==> src/rtl/c8e_pkg.sv <==
// ----------------------------------------------------------------------------
// c8e_pkg
// Shared types and constants for the instruction executor.
// ----------------------------------------------------------------------------
package c8e_pkg;

  localparam int unsigned StackDepthDef = 16;
  localparam int unsigned FontBaseDef   = 0;
  localparam int unsigned FontHeightDef = 5;
  localparam int unsigned StepSizeDef   = 2;

  localparam int unsigned MemAw = 12;
  localparam int unsigned FbAw  = 8;

  typedef enum logic [1:0] {
    OP_EXEC = 2'd0,
    OP_MWR  = 2'd1,
    OP_MRD  = 2'd2,
    OP_FBRD = 2'd3
  } op_e;

  typedef enum logic [1:0] {
    ST_OK    = 2'd0,
    ST_ILL   = 2'd1,
    ST_UNIMP = 2'd2,
    ST_STACK = 2'd3
  } status_e;

  localparam logic [15:0] InsCls = 16'h00E0;
  localparam logic [15:0] InsRet = 16'h00EE;
  localparam logic [7:0]  FnGetDt  = 8'h07;
  localparam logic [7:0]  FnKey    = 8'h0A;
  localparam logic [7:0]  FnSetDt  = 8'h15;
  localparam logic [7:0]  FnSetSt  = 8'h18;
  localparam logic [7:0]  FnAddI   = 8'h1E;
  localparam logic [7:0]  FnFont   = 8'h29;
  localparam logic [7:0]  FnBcd    = 8'h33;
  localparam logic [7:0]  FnStore  = 8'h55;
  localparam logic [7:0]  FnLoad   = 8'h65;

  typedef struct packed {
    logic [1:0]  op;
    logic [15:0] instruction;
    logic [7:0]  random_byte;
    logic [11:0] address;
    logic [7:0]  write_data;
  } req_t;

  typedef struct packed {
    logic [11:0] program_counter;
    logic [1:0]  status;
    logic [7:0]  read_data;
    logic        collision;
  } rsp_t;

  // sequencer states
  typedef enum logic [3:0] {
    S_IDLE,
    S_DECODE,
    S_CLEAR,
    S_DRAW_RD,
    S_DRAW_WAIT,
    S_DRAW_PIX,
    S_BCD,
    S_STORE,
    S_LOAD_RD,
    S_LOAD_WAIT,
    S_MEM_WAIT,
    S_FB_WAIT,
    S_DONE
  } state_e;

  // byte-memory port request from the sequencer
  typedef struct packed {
    logic             we;
    logic [MemAw-1:0] addr;
    logic [7:0]       wdata;
  } mem_req_t;

  // framebuffer port request from the sequencer
  typedef struct packed {
    logic            we;
    logic [FbAw-1:0] addr;
    logic [7:0]      wdata;
  } fb_req_t;

endpackage

==> src/rtl/c8e_fb.sv <==
// ----------------------------------------------------------------------------
// c8e_fb
// Framebuffer byte RAM, 256 bytes, with per-byte valid bits that reset and
// clear-screen wipe at once; an invalid byte reads as zero.
// ----------------------------------------------------------------------------
module c8e_fb (
  input  logic                    clk_i,
  input  logic                    rst_ni,
  input  logic                    clr_i,
  input  c8e_pkg::fb_req_t        req_i,
  output logic [7:0]              rdata_o
);

  localparam int unsigned Depth = 2**c8e_pkg::FbAw;

  logic [7:0]       mem_q [Depth];
  logic [Depth-1:0] vld_q;
  logic [7:0]       rd_q;
  logic             rvld_q;

  always_ff @(posedge clk_i) begin
    if (req_i.we) begin
      mem_q[req_i.addr] <= req_i.wdata;
    end
    rd_q <= mem_q[req_i.addr];
  end

  always_ff @(posedge clk_i or negedge rst_ni) begin
    if (!rst_ni) begin
      vld_q  <= '0;
      rvld_q <= 1'b0;
    end else begin
      rvld_q <= vld_q[req_i.addr] && !clr_i;
      if (clr_i) begin
        vld_q <= '0;
      end else if (req_i.we) begin
        vld_q[req_i.addr] <= 1'b1;
      end
    end
  end

  assign rdata_o = rvld_q ? rd_q : 8'h00;

endmodule

==> config.mk <==
export PLATFORM = sky130hd
export DESIGN_NAME = c8e_fb
export DESIGN_NICKNAME = d
export VERILOG_FILES = /design/src/rtl/c8e_pkg.sv /design/src/rtl/c8e_fb.sv
export SDC_FILE = /design/constraint.sdc
export NUM_CORES = 2
export LEC_CHECK = 0
export ABC_AREA = 1
export BUFFER_PORTS_ARGS = -buffer_cell sky130_fd_sc_hd__buf_2
export CORE_UTILIZATION = 45
export DETAILED_ROUTE_END_ITERATION = 10
export PLACE_DENSITY_LB_ADDON = 0.15
export SYNTH_ARGS = -nofsm -noshare
export SYNTH_HDL_FRONTEND = slang
export SYNTH_SLANG_ARGS = --single-unit
export TNS_END_PERCENT = 1
==> constraint.sdc <==
create_clock -name clk_i -period 1.8 [get_ports clk_i]
set_input_delay 0 -clock clk_i [delete_from_list [all_inputs] [get_ports clk_i]]
set_output_delay 0 -clock clk_i [all_outputs]
set_load 0.03 [all_outputs]
==> flow_summary.json <==
{
  "clk_path_buf_depth": 3,
  "grt_max_degree": 89,
  "die_x_um": 451,
  "outcome": "complete, but fails checks",
  "relSlewSlack_pct": 55.3,
  "post-route-util_pct": 54.7,
  "gp_congestion": 0.869,
  "grt-ovfl-total": 0,
  "period_share_pct": 103,
  "hold_viol": 0,
  "min_path_type": "input pin to flip-flop",
  "drt_iter0_drc": 6379,
  "min_period_ps": 1860,
  "hold_ws_ps": 87.3,
  "worst_pin_slew_ps": 671,
  "root_buffer": "clkbuf_16",
  "synthDistinctLibCells": 25,
  "syn_inst": 7682,
  "wire_per_inst_um": 23.8,
  "yosys.area.top_type_share_pct": 67.8,
  "report.final.slew_viol_count": 0,
  "endpoint_kind": "output port",
  "synth_top_family_by_area": "simple AND/OR/NAND/NOR gates",
  "ys_warn_count": 0,
  "yosys.area_share.simple_pct": 20.1,
  "drive_above_1_share_pct": 16.2,
  "grtUsageTotal_pct": 26.4,
  "dp_slack_ps": -987,
  "ant_nets": 0,
  "vias_per_cell": 5.39,
  "htree_num_levels": 4,
  "numClockSinks": 2313,
  "syn_nets": 7702,
  "start_util_pct": 45.4,
  "p_leak_nw": 41.2,
  "ys_top_cells_by_area": "edfxtp_1 68%, nand2_1 13%, dfrtp_1 7.1%, nor2_1 3.9%, nand4_1 2.8%",
  "crit_fanout": 6,
  "syn-cell-area_um2": 90700,
  "num_vias": 60908,
  "wirelength_um": 269000,
  "first_global_vias": 60142,
  "io_buffers": 27,
  "multi_input_area_um2": 21000,
  "yosys.area.top_type": "edfxtp_1",
  "die_area_um2": 203000,
  "power_density_nw_per_um2": 1030,
  "synthMuxAreaShare_pct": 0,
  "synth_xor_area_share_pct": 0,
  "ys_ff_latch": 2313,
  "dpl.hpwl_um": 172000,
  "grt_pass1_wl_um": 398000,
  "critPathKind": "flip-flop to output port",
  "vdd_drop_max_v": 0.000996,
  "max_freq_ghz": 0.538,
  "worst_slack_ps": -59.1,
  "drv_cap": 0,
  "ios": 28,
  "final_cell_mix": "3112 x nand2_1, 2048 x edfxtp_1, 910 x nor2_1",
  "antenna_found_initial": 15,
  "skew_ps": 61.0,
  "cp.arrival_ps": 1860,
  "cts_buffers": 232,
  "synth_fa_ha_area_share_pct": 0,
  "cts_tree": "built",
  "clk_latency_ps": 880,
  "setup_viol": 8,
  "firstDrtPassIters": 6,
  "clkSlewWorstSetupHoldPaths_ps": 60,
  "yosysSeqAreaShare_pct": 75.0,
  "worstSetupStartpointType": "flip-flop",
  "violations": "negative setup slack",
  "syn_avg_cell_area_um2": 11.8,
  "coreArea_um2": 200000,
  "final_common_cell": "nand2_1",
  "drcViolationCount": 0,
  "die_h_um": 451,
  "rsz0062_at_grt": "yes",
  "nFillCells": 16984,
  "synth_compound_area_share_pct": 2.56,
  "synthToLayoutAreaGrowth_pct": 20.7,
  "regArea_um2": 68100,
  "num_rows": 164,
  "nNetsFinal": 8452,
  "required_ps": 1800
}
==> cell families after synthesis <==
| group | Yosys count |
|---|---|
| flops | 2313 |
| compound gates | 340 |
| buf+inv | 481 |
| simple gates | 4548 |
==> worst paths after layout <==
kind	cells after the start	to	slack, ps	from
worst max-delay path	4	rdata_o[3]	-60	rvld_q
worst min-delay path	3	vld_q[130]	90	clr_i
worst max register to register	10	rd_q[7]	-60	mem_q[7][7]
worst min register to register	2	vld_q[69]	500	vld_q[69]
max in group asynchronous	5	vld_q[185]	1000	rst_ni
min in group asynchronous	4	vld_q[231]	310	rst_ni
==> cell type report <==
| class | count | area share, % |
|---|---|---|
| flip-flops and latches | 2313 | 62.2 |
| multi-input cells | 4888 | 19.1 |
| repair buffers | 918 | 8.45 |
| clock buffers | 327 | 5.92 |
| well taps | 2656 | 3.03 |
| clock inverters | 114 | 0.985 |
| inverters | 79 | 0.304 |
| diodes | 1 | 0.00228 |
==> sequential cells by signal (all words and copies together), names as in the netlist <==
register,cells
mem_q,2048
vld_q,256
rd_q,8
rvld_q,1
==> synthesized netlist by cell type <==
master,n
nand2_4,1
nor3_1,2
edfxtp_1,2048
clkinv_1,4
clkbuf_1,148
inv_1,49
nor2_2,21
nand4_1,409
nor2_4,2
inv_4,1
o21ai_1,18
o21ba_2,5
buf_1,39
dfrtp_1,257
o21ai_0,72
inv_2,25
nand3_1,21
buf_4,5
buf_6,5
nor2_1,947
a21oi_1,5
nand2_1,3145
buf_2,205
a22oi_1,240
dfxtp_1,8
==> per-layer routing <==
metal  GRT usage (%)  part of all wire (%)  up-vias
met3            3.87                   6.7      413
met4            8.65                   3.2        2
met5               0                0.0048        -
li1                -                     -    27950
met1            36.8                    43    30389
met2            42.7                    47     2154
==> power breakdown <==
part	total (mW)	internal, mW	leakage [nW]	switching, mW
clock network	47.8	27.3	3.67	20.5
logic	6.77	2.11	15.5	4.66
registers	58.6	58.5	22.1	0.0694
total	113	88.0	41.2	25.2
==> worst max-delay path, cell delays in order, from the launching register on <==
cell,delay (ps)
dfrtp_4,570
buf_12,180
nand2_4,70
inv_2,40
buf_6,120
==> stage by stage <==
step / area, µm² / TNS, ps / std cells / power (mW)
5_1_grt: 110000 / -1200 / 11296 / 116
3_5_place_dp: 101000 / -550420 / 10840 / 66.4
4_1_cts: 109000 / -1160 / 11298 / 114
2_1_floorplan: 90700 / -3790 / 7682 / 62.3
6_report: 110000 / -250 / 11296 / 113
3_3_place_gp: 101000 / -529290 / 10840 / 66.3
==> timing repair <==
item / CTS / global route
setup endpoints to repair: 17 / 17
pin swaps: 12 / 38
cloned: 0 / 0
resized for setup: 91 / 85
hold buffers: 16 / 0
buffers inserted: 1 / 0
endpoints found under the hold margin: 2590 / 0
Power figures use the tool's default switching activity.
