<file path="src/rtl/c8e_pkg.sv">
// ----------------------------------------------------------------------------
// c8e_pkg
// Shared types and constants for the instruction executor.
// ----------------------------------------------------------------------------
package c8e_pkg;

  localparam int unsigned StackDepthDef = 16;
  localparam int unsigned FontBaseDef   = 0;
  localparam int unsigned FontHeightDef = 5;
  localparam int unsigned StepSizeDef   = 2;

  localparam int unsigned MemAw = 12;
  localparam int unsigned FbAw  = 8;

  typedef enum logic [1:0] {
    OP_EXEC = 2'd0,
    OP_MWR  = 2'd1,
    OP_MRD  = 2'd2,
    OP_FBRD = 2'd3
  } op_e;

  typedef enum logic [1:0] {
    ST_OK    = 2'd0,
    ST_ILL   = 2'd1,
    ST_UNIMP = 2'd2,
    ST_STACK = 2'd3
  } status_e;

  localparam logic [15:0] InsCls = 16'h00E0;
  localparam logic [15:0] InsRet = 16'h00EE;
  localparam logic [7:0]  FnGetDt  = 8'h07;
  localparam logic [7:0]  FnKey    = 8'h0A;
  localparam logic [7:0]  FnSetDt  = 8'h15;
  localparam logic [7:0]  FnSetSt  = 8'h18;
  localparam logic [7:0]  FnAddI   = 8'h1E;
  localparam logic [7:0]  FnFont   = 8'h29;
  localparam logic [7:0]  FnBcd    = 8'h33;
  localparam logic [7:0]  FnStore  = 8'h55;
  localparam logic [7:0]  FnLoad   = 8'h65;

  typedef struct packed {
    logic [1:0]  op;
    logic [15:0] instruction;
    logic [7:0]  random_byte;
    logic [11:0] address;
    logic [7:0]  write_data;
  } req_t;

  typedef struct packed {
    logic [11:0] program_counter;
    logic [1:0]  status;
    logic [7:0]  read_data;
    logic        collision;
  } rsp_t;

  // sequencer states
  typedef enum logic [3:0] {
    S_IDLE,
    S_DECODE,
    S_CLEAR,
    S_DRAW_RD,
    S_DRAW_WAIT,
    S_DRAW_PIX,
    S_BCD,
    S_STORE,
    S_LOAD_RD,
    S_LOAD_WAIT,
    S_MEM_WAIT,
    S_FB_WAIT,
    S_DONE
  } state_e;

  // byte-memory port request from the sequencer
  typedef struct packed {
    logic             we;
    logic [MemAw-1:0] addr;
    logic [7:0]       wdata;
  } mem_req_t;

  // framebuffer port request from the sequencer
  typedef struct packed {
    logic            we;
    logic [FbAw-1:0] addr;
    logic [7:0]      wdata;
  } fb_req_t;

endpackage

</file>
<file path="src/rtl/c8e_seq.sv">
// ----------------------------------------------------------------------------
// c8e_seq
// Sequencer and register file: decodes one request and walks memory through
// a shared adder (index plus offset) and the framebuffer by pixel index.
// ----------------------------------------------------------------------------
module c8e_seq #(
  parameter int unsigned StackDepth = c8e_pkg::StackDepthDef,
  parameter int unsigned FontBase   = c8e_pkg::FontBaseDef,
  parameter int unsigned FontHeight = c8e_pkg::FontHeightDef,
  parameter int unsigned StepSize   = c8e_pkg::StepSizeDef
) (
  input  logic                clk_i,
  input  logic                rst_ni,
  input  logic                start_i,
  input  c8e_pkg::req_t       req_i,
  output logic                busy_o,
  output logic                done_o,
  output c8e_pkg::rsp_t       rsp_o,
  output c8e_pkg::mem_req_t   mem_o,
  input  logic [7:0]          mem_rdata_i,
  output c8e_pkg::fb_req_t    fb_o,
  output logic                fb_clr_o,
  input  logic [7:0]          fb_rdata_i
);

  localparam int unsigned SpW = $clog2(StackDepth);
  localparam int unsigned DcW = $clog2(StackDepth + 1);
  localparam logic [11:0] Step = 12'(StepSize);
  localparam logic [15:0] FontB = 16'(FontBase);
  localparam logic [15:0] FontH = 16'(FontHeight);

  c8e_pkg::state_e state_q, state_d;
  c8e_pkg::req_t   req_q;

  logic [7:0]  v_q [16];
  logic [15:0] i_q;
  logic [11:0] pc_q;
  logic [11:0] stk_q [StackDepth];
  logic [DcW-1:0] dep_q;
  logic [7:0]  dt_q, st_q;

  logic [3:0]  cnt_q;
  logic [2:0]  sub_q;
  logic [7:0]  row_q;
  logic        hit_q;
  logic [1:0]  status_q;
  logic [7:0]  rd_q;
  logic        coll_q;

  logic [3:0]  opc, xi, yi, nl;
  logic [7:0]  nn;
  logic [11:0] nnn;
  logic [7:0]  vx, vy;
  logic [7:0]  bcd_h, bcd_t, bcd_o, bcd_r;
  logic [15:0] bcd_m;
  logic [5:0]  px;
  logic [4:0]  py;
  logic [10:0] pidx;
  logic [15:0] sum;

  assign opc = req_q.instruction[15:12];
  assign xi  = req_q.instruction[11:8];
  assign yi  = req_q.instruction[7:4];
  assign nl  = req_q.instruction[3:0];
  assign nn  = req_q.instruction[7:0];
  assign nnn = req_q.instruction[11:0];
  assign vx  = v_q[xi];
  assign vy  = v_q[yi];

  // shared adder: index plus walk offset
  assign sum = i_q + {12'd0, cnt_q};

  assign px   = 6'(vx) + 6'(sub_q);
  assign py   = 5'(vy) + 5'(cnt_q);
  assign pidx = {py, px};

  always_comb begin
    bcd_h = (vx >= 8'd200) ? 8'd2 : (vx >= 8'd100) ? 8'd1 : 8'd0;
    bcd_r = vx - 8'(bcd_h * 8'd100);
    // tens by reciprocal multiply, exact for the remainder below 100
    bcd_m = {8'd0, bcd_r} * 16'd205;
    bcd_t = {3'd0, bcd_m[15:11]};
    bcd_o = bcd_r - 8'(bcd_t * 8'd10);
  end

  always_comb begin
    state_d = state_q;
    case (state_q)
      c8e_pkg::S_IDLE: if (start_i) state_d = c8e_pkg::S_DECODE;
      c8e_pkg::S_DECODE: begin
        state_d = c8e_pkg::S_DONE;
        case (c8e_pkg::op_e'(req_q.op))
          c8e_pkg::OP_MWR:  state_d = c8e_pkg::S_DONE;
          c8e_pkg::OP_MRD:  state_d = c8e_pkg::S_MEM_WAIT;
          c8e_pkg::OP_FBRD: state_d = c8e_pkg::S_FB_WAIT;
          default: begin
            if (req_q.instruction == c8e_pkg::InsCls) state_d = c8e_pkg::S_CLEAR;
            else if (opc == 4'hD && nl != 4'd0) state_d = c8e_pkg::S_DRAW_RD;
            else if (opc == 4'hF && nn == c8e_pkg::FnBcd) state_d = c8e_pkg::S_BCD;
            else if (opc == 4'hF && nn == c8e_pkg::FnStore) state_d = c8e_pkg::S_STORE;
            else if (opc == 4'hF && nn == c8e_pkg::FnLoad) state_d = c8e_pkg::S_LOAD_RD;
          end
        endcase
      end
      c8e_pkg::S_CLEAR:     state_d = c8e_pkg::S_DONE;
      c8e_pkg::S_DRAW_RD:   state_d = c8e_pkg::S_DRAW_WAIT;
      c8e_pkg::S_DRAW_WAIT: state_d = c8e_pkg::S_DRAW_PIX;
      c8e_pkg::S_DRAW_PIX: begin
        if (sub_q == 3'd7) begin
          state_d = (cnt_q == nl - 4'd1) ? c8e_pkg::S_DONE : c8e_pkg::S_DRAW_RD;
        end else begin
          state_d = c8e_pkg::S_DRAW_WAIT;
        end
      end
      c8e_pkg::S_BCD:       if (cnt_q == 4'd2) state_d = c8e_pkg::S_DONE;
      c8e_pkg::S_STORE:     if (cnt_q == xi) state_d = c8e_pkg::S_DONE;
      c8e_pkg::S_LOAD_RD:   state_d = c8e_pkg::S_LOAD_WAIT;
      c8e_pkg::S_LOAD_WAIT: begin
        state_d = (cnt_q == xi) ? c8e_pkg::S_DONE : c8e_pkg::S_LOAD_RD;
      end
      c8e_pkg::S_MEM_WAIT:  state_d = c8e_pkg::S_DONE;
      c8e_pkg::S_FB_WAIT:   state_d = c8e_pkg::S_DONE;
      c8e_pkg::S_DONE:      state_d = c8e_pkg::S_IDLE;
      default:              state_d = c8e_pkg::S_IDLE;
    endcase
  end

  // memory and framebuffer port drive
  always_comb begin
    mem_o    = '{we: 1'b0, addr: sum[11:0], wdata: 8'h00};
    fb_o     = '{we: 1'b0, addr: pidx[10:3], wdata: 8'h00};
    fb_clr_o = 1'b0;
    case (state_q)
      c8e_pkg::S_DECODE: begin
        if (req_q.op == c8e_pkg::OP_MWR) begin
          mem_o = '{we: 1'b1, addr: req_q.address, wdata: req_q.write_data};
        end else if (req_q.op == c8e_pkg::OP_MRD) begin
          mem_o.addr = req_q.address;
        end
        if (req_q.op == c8e_pkg::OP_FBRD) begin
          fb_o.addr = req_q.address[7:0];
        end
      end
      c8e_pkg::S_CLEAR: fb_clr_o = 1'b1;
      c8e_pkg::S_DRAW_PIX: begin
        fb_o.we    = row_q[3'd7 - sub_q];
        fb_o.wdata = fb_rdata_i ^ (8'h80 >> pidx[2:0]);
      end
      c8e_pkg::S_BCD: begin
        mem_o.we    = 1'b1;
        mem_o.wdata = (cnt_q == 4'd0) ? bcd_h : (cnt_q == 4'd1) ? bcd_t : bcd_o;
      end
      c8e_pkg::S_STORE: begin
        mem_o.we    = 1'b1;
        mem_o.wdata = v_q[cnt_q];
      end
      default: ;
    endcase
  end

  always_ff @(posedge clk_i or negedge rst_ni) begin
    if (!rst_ni) begin
      state_q <= c8e_pkg::S_IDLE;
      i_q     <= '0;
      pc_q    <= 12'h200;
      dep_q   <= '0;
      dt_q    <= '0;
      st_q    <= '0;
      for (int k = 0; k < 16; k++) v_q[k] <= '0;
    end else begin
      state_q <= state_d;
      case (state_q)
        c8e_pkg::S_DECODE: begin
          if (req_q.op == c8e_pkg::OP_EXEC) begin
            case (opc)
              4'h0: begin
                if (req_q.instruction == c8e_pkg::InsCls) pc_q <= pc_q + Step;
                else if (req_q.instruction == c8e_pkg::InsRet && dep_q != '0) begin
                  dep_q <= dep_q - DcW'(1);
                  pc_q  <= stk_q[SpW'(dep_q - DcW'(1))] + Step;
                end
              end
              4'h1: pc_q <= nnn;
              4'h2: if (dep_q < DcW'(StackDepth)) begin
                dep_q <= dep_q + DcW'(1);
                pc_q  <= nnn;
              end
              4'h3: pc_q <= pc_q + ((vx == nn) ? 12'(2 * StepSize) : Step);
              4'h4: pc_q <= pc_q + ((vx != nn) ? 12'(2 * StepSize) : Step);
              4'h5: pc_q <= pc_q + ((vx == vy) ? 12'(2 * StepSize) : Step);
              4'h6: begin v_q[xi] <= nn; pc_q <= pc_q + Step; end
              4'h7: begin v_q[xi] <= vx + nn; pc_q <= pc_q + Step; end
              4'h9: pc_q <= pc_q + ((vx != vy) ? 12'(2 * StepSize) : Step);
              4'hA: begin i_q <= {4'd0, nnn}; pc_q <= pc_q + Step; end
              4'hB: pc_q <= nnn + {4'd0, v_q[0]};
              4'hC: begin v_q[xi] <= req_q.random_byte & nn; pc_q <= pc_q + Step; end
              4'hD: if (nl == 4'd0) begin v_q[15] <= 8'd0; pc_q <= pc_q + Step; end
              4'hF: begin
                case (nn)
                  c8e_pkg::FnGetDt: begin v_q[xi] <= dt_q; pc_q <= pc_q + Step; end
                  c8e_pkg::FnSetDt: begin dt_q <= vx; pc_q <= pc_q + Step; end
                  c8e_pkg::FnSetSt: begin st_q <= vx; pc_q <= pc_q + Step; end
                  c8e_pkg::FnAddI:  begin i_q <= i_q + {8'd0, vx}; pc_q <= pc_q + Step; end
                  c8e_pkg::FnFont: begin
                    i_q  <= FontB + 16'({8'd0, vx} * FontH);
                    pc_q <= pc_q + Step;
                  end
                  default: ;
                endcase
              end
              default: ;
            endcase
          end
        end
        c8e_pkg::S_CLEAR: ;
        c8e_pkg::S_DRAW_PIX: begin
          if (sub_q == 3'd7 && cnt_q == nl - 4'd1) begin
            v_q[15] <= {7'd0, hit_q | (row_q[0] & |(fb_rdata_i & (8'h80 >> pidx[2:0])))};
            pc_q    <= pc_q + Step;
          end
        end
        c8e_pkg::S_BCD: if (cnt_q == 4'd2) pc_q <= pc_q + Step;
        c8e_pkg::S_STORE: if (cnt_q == xi) begin
          i_q  <= i_q + {12'd0, xi} + 16'd1;
          pc_q <= pc_q + Step;
        end
        c8e_pkg::S_LOAD_WAIT: begin
          v_q[cnt_q] <= mem_rdata_i;
          if (cnt_q == xi) begin
            i_q  <= i_q + {12'd0, xi} + 16'd1;
            pc_q <= pc_q + Step;
          end
        end
        default: ;
      endcase
    end
  end

  // pc after a clear is advanced in decode; stack write needs no reset
  always_ff @(posedge clk_i) begin
    if (state_q == c8e_pkg::S_DECODE && req_q.op == c8e_pkg::OP_EXEC && opc == 4'h2
        && dep_q < DcW'(StackDepth)) begin
      stk_q[SpW'(dep_q)] <= pc_q;
    end
  end

  // datapath work registers
  always_ff @(posedge clk_i) begin
    if (state_q == c8e_pkg::S_IDLE && start_i) req_q <= req_i;
    case (state_q)
      c8e_pkg::S_DECODE: begin
        cnt_q  <= '0;
        sub_q  <= '0;
        hit_q  <= 1'b0;
        rd_q   <= 8'h00;
        coll_q <= 1'b0;
        status_q <= c8e_pkg::ST_OK;
        if (req_q.op == c8e_pkg::OP_EXEC) begin
          case (opc)
            4'h0: begin
              if (req_q.instruction == c8e_pkg::InsRet) begin
                if (dep_q == '0) status_q <= c8e_pkg::ST_STACK;
              end else if (req_q.instruction != c8e_pkg::InsCls) begin
                status_q <= c8e_pkg::ST_ILL;
              end
            end
            4'h2: if (dep_q >= DcW'(StackDepth)) status_q <= c8e_pkg::ST_STACK;
            4'h8, 4'hE: status_q <= c8e_pkg::ST_UNIMP;
            4'hF: begin
              case (nn)
                c8e_pkg::FnKey: status_q <= c8e_pkg::ST_UNIMP;
                c8e_pkg::FnGetDt, c8e_pkg::FnSetDt, c8e_pkg::FnSetSt, c8e_pkg::FnAddI,
                c8e_pkg::FnFont, c8e_pkg::FnBcd, c8e_pkg::FnStore, c8e_pkg::FnLoad: ;
                default: status_q <= c8e_pkg::ST_ILL;
              endcase
            end
            default: ;
          endcase
        end
      end
      c8e_pkg::S_DRAW_WAIT: if (sub_q == 3'd0) row_q <= mem_rdata_i;
      c8e_pkg::S_DRAW_PIX: begin
        if (row_q[3'd7 - sub_q] && |(fb_rdata_i & (8'h80 >> pidx[2:0]))) hit_q <= 1'b1;
        sub_q <= sub_q + 3'd1;
        if (sub_q == 3'd7) begin
          cnt_q <= cnt_q + 4'd1;
          if (cnt_q == nl - 4'd1) begin
            coll_q <= hit_q | (row_q[0] & |(fb_rdata_i & (8'h80 >> pidx[2:0])));
          end
        end
      end
      c8e_pkg::S_BCD, c8e_pkg::S_STORE, c8e_pkg::S_LOAD_WAIT: cnt_q <= cnt_q + 4'd1;
      c8e_pkg::S_MEM_WAIT: rd_q <= mem_rdata_i;
      c8e_pkg::S_FB_WAIT: rd_q <= (req_q.address[11:8] == 4'd0) ? fb_rdata_i : 8'h00;
      default: ;
    endcase
  end

  assign busy_o = (state_q != c8e_pkg::S_IDLE);
  assign done_o = (state_q == c8e_pkg::S_DONE);

  always_comb begin
    rsp_o.program_counter = pc_q;
    rsp_o.status          = status_q;
    rsp_o.read_data       = rd_q;
    rsp_o.collision       = coll_q;
  end

endmodule

</file>
<file path="config.mk">
export PLATFORM = sky130hd
export DESIGN_NAME = c8e_seq
export DESIGN_NICKNAME = d
export VERILOG_FILES = /design/src/rtl/c8e_pkg.sv /design/src/rtl/c8e_seq.sv
export SDC_FILE = /design/constraint.sdc
export NUM_CORES = 2
export LEC_CHECK = 0
export BUFFER_PORTS_ARGS = -buffer_cell sky130_fd_sc_hd__clkbuf_2
export CORE_ASPECT_RATIO = 1.1
export CORE_MARGIN = 8
export CORE_UTILIZATION = 41
export DETAILED_ROUTE_END_ITERATION = 7
export PLACE_DENSITY = 0.63
export SYNTH_ARGS = -nofsm -noshare
export SYNTH_HDL_FRONTEND = slang
export SYNTH_SLANG_ARGS = --single-unit
export TNS_END_PERCENT = 10
</file>
<file path="constraint.sdc">
create_clock -name clk_i -period 11 [get_ports clk_i]
set_input_delay 1.1 -clock clk_i [delete_from_list [all_inputs] [get_ports clk_i]]
set_output_delay 1.1 -clock clk_i [all_outputs]
set_load 0.01 [all_outputs]
</file>
==> results.json <==
{
  "outcome": "complete, no violations",
  "finalNonFillerCells": 4205,
  "yosys.area.top_type_share_pct": 25.5,
  "area.growth.synth_to_final_pct": 13.4,
  "slowest_delay_ns": 0.52,
  "clock_tree.root_cell": "sky130_fd_sc_hd__clkbuf_16",
  "die_h_um": 306,
  "setup_slack_ns": 0.437,
  "worst_hold_path_type": "input port to asynchronous set/reset pin",
  "period_needed_ns": 10.56,
  "port-buffer-count": 128,
  "setup_tns_ns": 0,
  "largest_net_degree_at_the_start_of_global_routing": 87,
  "start_util_pct": 41.3,
  "synth_top_area_cell": "sky130_fd_sc_hd__edfxtp_1",
  "grt_overflow_total": 0,
  "cts-hold-fix-buffers": 0,
  "cts_tree": "done",
  "final_nets": 3357,
  "synth_ff_type": "sky130_fd_sc_hd__edfxtp_1",
  "timing.final.max_slew_violations": 0,
  "crit_path_frequent_cell": "sky130_fd_sc_hd__ha_1",
  "finalClockSkew_ns": 0.0313,
  "classification_of_the_worst_setup_path": "flop to primary output",
  "wl_per_cell_um": 27.5,
  "worstPathBufferInverterCount": 7,
  "fin_area_mm2": 0.0354,
  "critPathTopFamily": "adder cells",
  "timing.max_cap.violations": 0,
  "cpMaxStageDelayCell": "sky130_fd_sc_hd__mux4_2",
  "cts.clk_slew.worst_paths_ns": 0.07,
  "max_freq_ghz": 0.0947,
  "numClockSinks": 434,
  "gp_congestion": 0.978,
  "dp_hpwl_um": 77500,
  "timing.slew.headroom_pct": 9.46,
  "worstRegToRegCells": 21,
  "critPathRequiredTime_ns": 9.90,
  "synthesis.area_mm2": 0.0312,
  "count_of_flip_flops_with_a_built_in_enable_after_synthesis": 265,
  "synthDistinctLibCells": 87,
  "critical_path.endpoint_type": "primary output",
  "timing_worst_slew_pin_value_ns": 1.36,
  "wire_length_of_the_first_global_routing_pass_um": 171000,
  "finalSetupViolations": 0,
  "floorplan.die_area_mm2": 0.0853,
  "hold_viol_final": 0,
  "vias_per_cell": 6.53,
  "seq_area_frac_synth_pct": 39.0,
  "drt_pass1_iterations": 8,
  "post_synth_main_area_contributors": "sky130_fd_sc_hd__edfxtp_1, sky130_fd_sc_hd__dfrtp_1, sky130_fd_sc_hd__mux4_2",
  "yosysMostFrequentCell": "sky130_fd_sc_hd__o21ai_0",
  "post_synth.cell_area_avg_um2": 10.2,
  "setup_repair_after_global_routing_missed_its_margin": "no",
  "vias_in_the_first_global_route": 26200,
  "grtUsageTotal_pct": 26.1,
  "final.period_utilization_pct": 96.0,
  "synth.cells.most_frequent": "sky130_fd_sc_hd__o21ai_0, sky130_fd_sc_hd__a21oi_1, sky130_fd_sc_hd__edfxtp_1, sky130_fd_sc_hd__nand2_1, sky130_fd_sc_hd__clkbuf_1",
  "rows": 106,
  "clock_latency_ns": 0.64,
  "crit_cells": 37,
  "coreArea_mm2": 0.0757,
  "clock_path_buffers": 3,
  "critical_path.startpoint_type": "flop",
  "placed_area_mm2": 0.0332,
  "path_max_fanout": 10,
  "synth_warnings": 0,
  "critical_path_arrival_ns": 9.46,
  "drcViolationCount": 0,
  "async_reset_ff_share_pct": 38.9,
  "antenna_found_initial": 4,
  "top_level_port_count": 129,
  "synth-seq-cells": 434,
  "synth_fp_nets": 3299,
  "drt-total-wl_um": 115000,
  "drtIter0Drc": 4042,
  "cts-htree-levels": 2,
  "die_w_um": 279,
  "synth_cells": 3077,
  "routed-via-count": 27400,
  "dp_worst_setup_slack_ns": 0.212,
  "post-place-cells": 4090,
  "drive_gt1_share_pct": 20.2,
  "route.antenna.remaining_nets": 0,
  "cts_buffers": 49
}
layout make-up:
type | instances | area, µm²
timing repair buffer | 261 | 1730
tap | 1026 | 1280
clock buffer | 57 | 1300
sequential | 434 | 12200
clock inverter | 35 | 551
multi-input combinational | 2289 | 18000
antenna | 3 | 7.51
fill | 6936 | 40300
inverter | 100 | 378
kinds of logic (layout without fill, tap and decap cells):
group / count (synthesis) / in the layout / share of synthesized area [%]
buffers and inverters: 354 / 453 / 4.44
muxes: 250 / 250 / 15.0
DFF: 434 / 434 / 39.0
xor gates and xnor gates: 117 / 117 / 3.28
and+or+nand+nor: 717 / 717 / 10.6
adders and majority gates: 158 / 158 / 6.87
other: 0 / 3 / 0
AOI/OAI and AO/OA: 1047 / 1047 / 20.8
cell usage in the layout (no fill, tap or decap), types with 14 or more instances in the layout:
master                      count
sky130_fd_sc_hd__o211ai_1      14
sky130_fd_sc_hd__and2_1        30
sky130_fd_sc_hd__o221ai_1      68
sky130_fd_sc_hd__nor2_1       167
sky130_fd_sc_hd__a311oi_1      20
sky130_fd_sc_hd__a22o_1        21
sky130_fd_sc_hd__ha_1         130
sky130_fd_sc_hd__xor2_1        41
sky130_fd_sc_hd__inv_1         97
sky130_fd_sc_hd__nand3_1       60
sky130_fd_sc_hd__nand2b_1      18
sky130_fd_sc_hd__mux2_2        56
sky130_fd_sc_hd__nor3_1        35
sky130_fd_sc_hd__a211oi_1      38
sky130_fd_sc_hd__a21o_1        40
sky130_fd_sc_hd__xnor2_1       72
sky130_fd_sc_hd__a31oi_1       44
sky130_fd_sc_hd__clkbuf_2     126
sky130_fd_sc_hd__o21ai_0      322
sky130_fd_sc_hd__nand2_1      259
sky130_fd_sc_hd__fa_1          22
sky130_fd_sc_hd__mux4_2       161
sky130_fd_sc_hd__nor2b_1       31
sky130_fd_sc_hd__and3_1        22
sky130_fd_sc_hd__clkbuf_16     50
sky130_fd_sc_hd__nand4_1       17
sky130_fd_sc_hd__a21oi_1      296
sky130_fd_sc_hd__o31ai_1       27
sky130_fd_sc_hd__o22ai_1       27
sky130_fd_sc_hd__dfrtp_1      167
sky130_fd_sc_hd__mux2i_1       27
sky130_fd_sc_hd__buf_4        125
sky130_fd_sc_hd__edfxtp_1     265
registers in the layout, indices dropped and copies added, names as in the netlist, 5 cells and up:
name   flops
stk_q    192
pc_q      12
i_q       12
req_q     30
dt_q       8
dep_q      5
rd_q       8
v_q      128
row_q      8
metal layers:
layer | track usage [%] | share of wire (%) | wire length, µm
met5 | 0 | 0 | 0
met4 | 13.9 | 6.1 | 7090
met3 | 6.87 | 11 | 12600
met2 | 41.0 | 46 | 52600
met1 | 32.9 | 37 | 43100
what timing repair did:
item	CTS	global route
endpoints found under the setup margin	3	3
resized for setup	11	27
setup buffers	12	7
pin swaps	10	12
endpoints found under the hold margin	0	0
gates cloned	1	0
final timing paths:
path / startpoint / to / slack [ns]
min in group clk_i: dt_q[0]$_DFFE_PN0P_ / dt_q[0]$_DFFE_PN0P_ / 0.54
min reg2reg: dt_q[0]$_DFFE_PN0P_ / dt_q[0]$_DFFE_PN0P_ / 0.54
max reg2reg: nnn[8]$_DFFE_PP_ / pc_q[7]$_DFFE_PN0P_ / 5.38
max: nnn[8]$_DFFE_PP_ / mem_o[7] / 0.44
max in group asynchronous: rst_ni / i_q[10]$_DFFE_PN0P_ / 9.15
min: rst_ni / v_q[28]$_DFFE_PN0P_ / 0.47
per-stage QoR:
step / utilization, % / hold WS [ns]
after global placement: 43.9 / 0.505
after global routing: 46.8 / 0.558
after CTS: 46.5 / 0.537
after detailed placement: 43.9 / 0.524
final: 46.8 / 0.473
after floorplan: - / 0.451
Power is not shown: default switching activity piles up to over one toggle a cycle in this logic, so the estimate is an artifact.
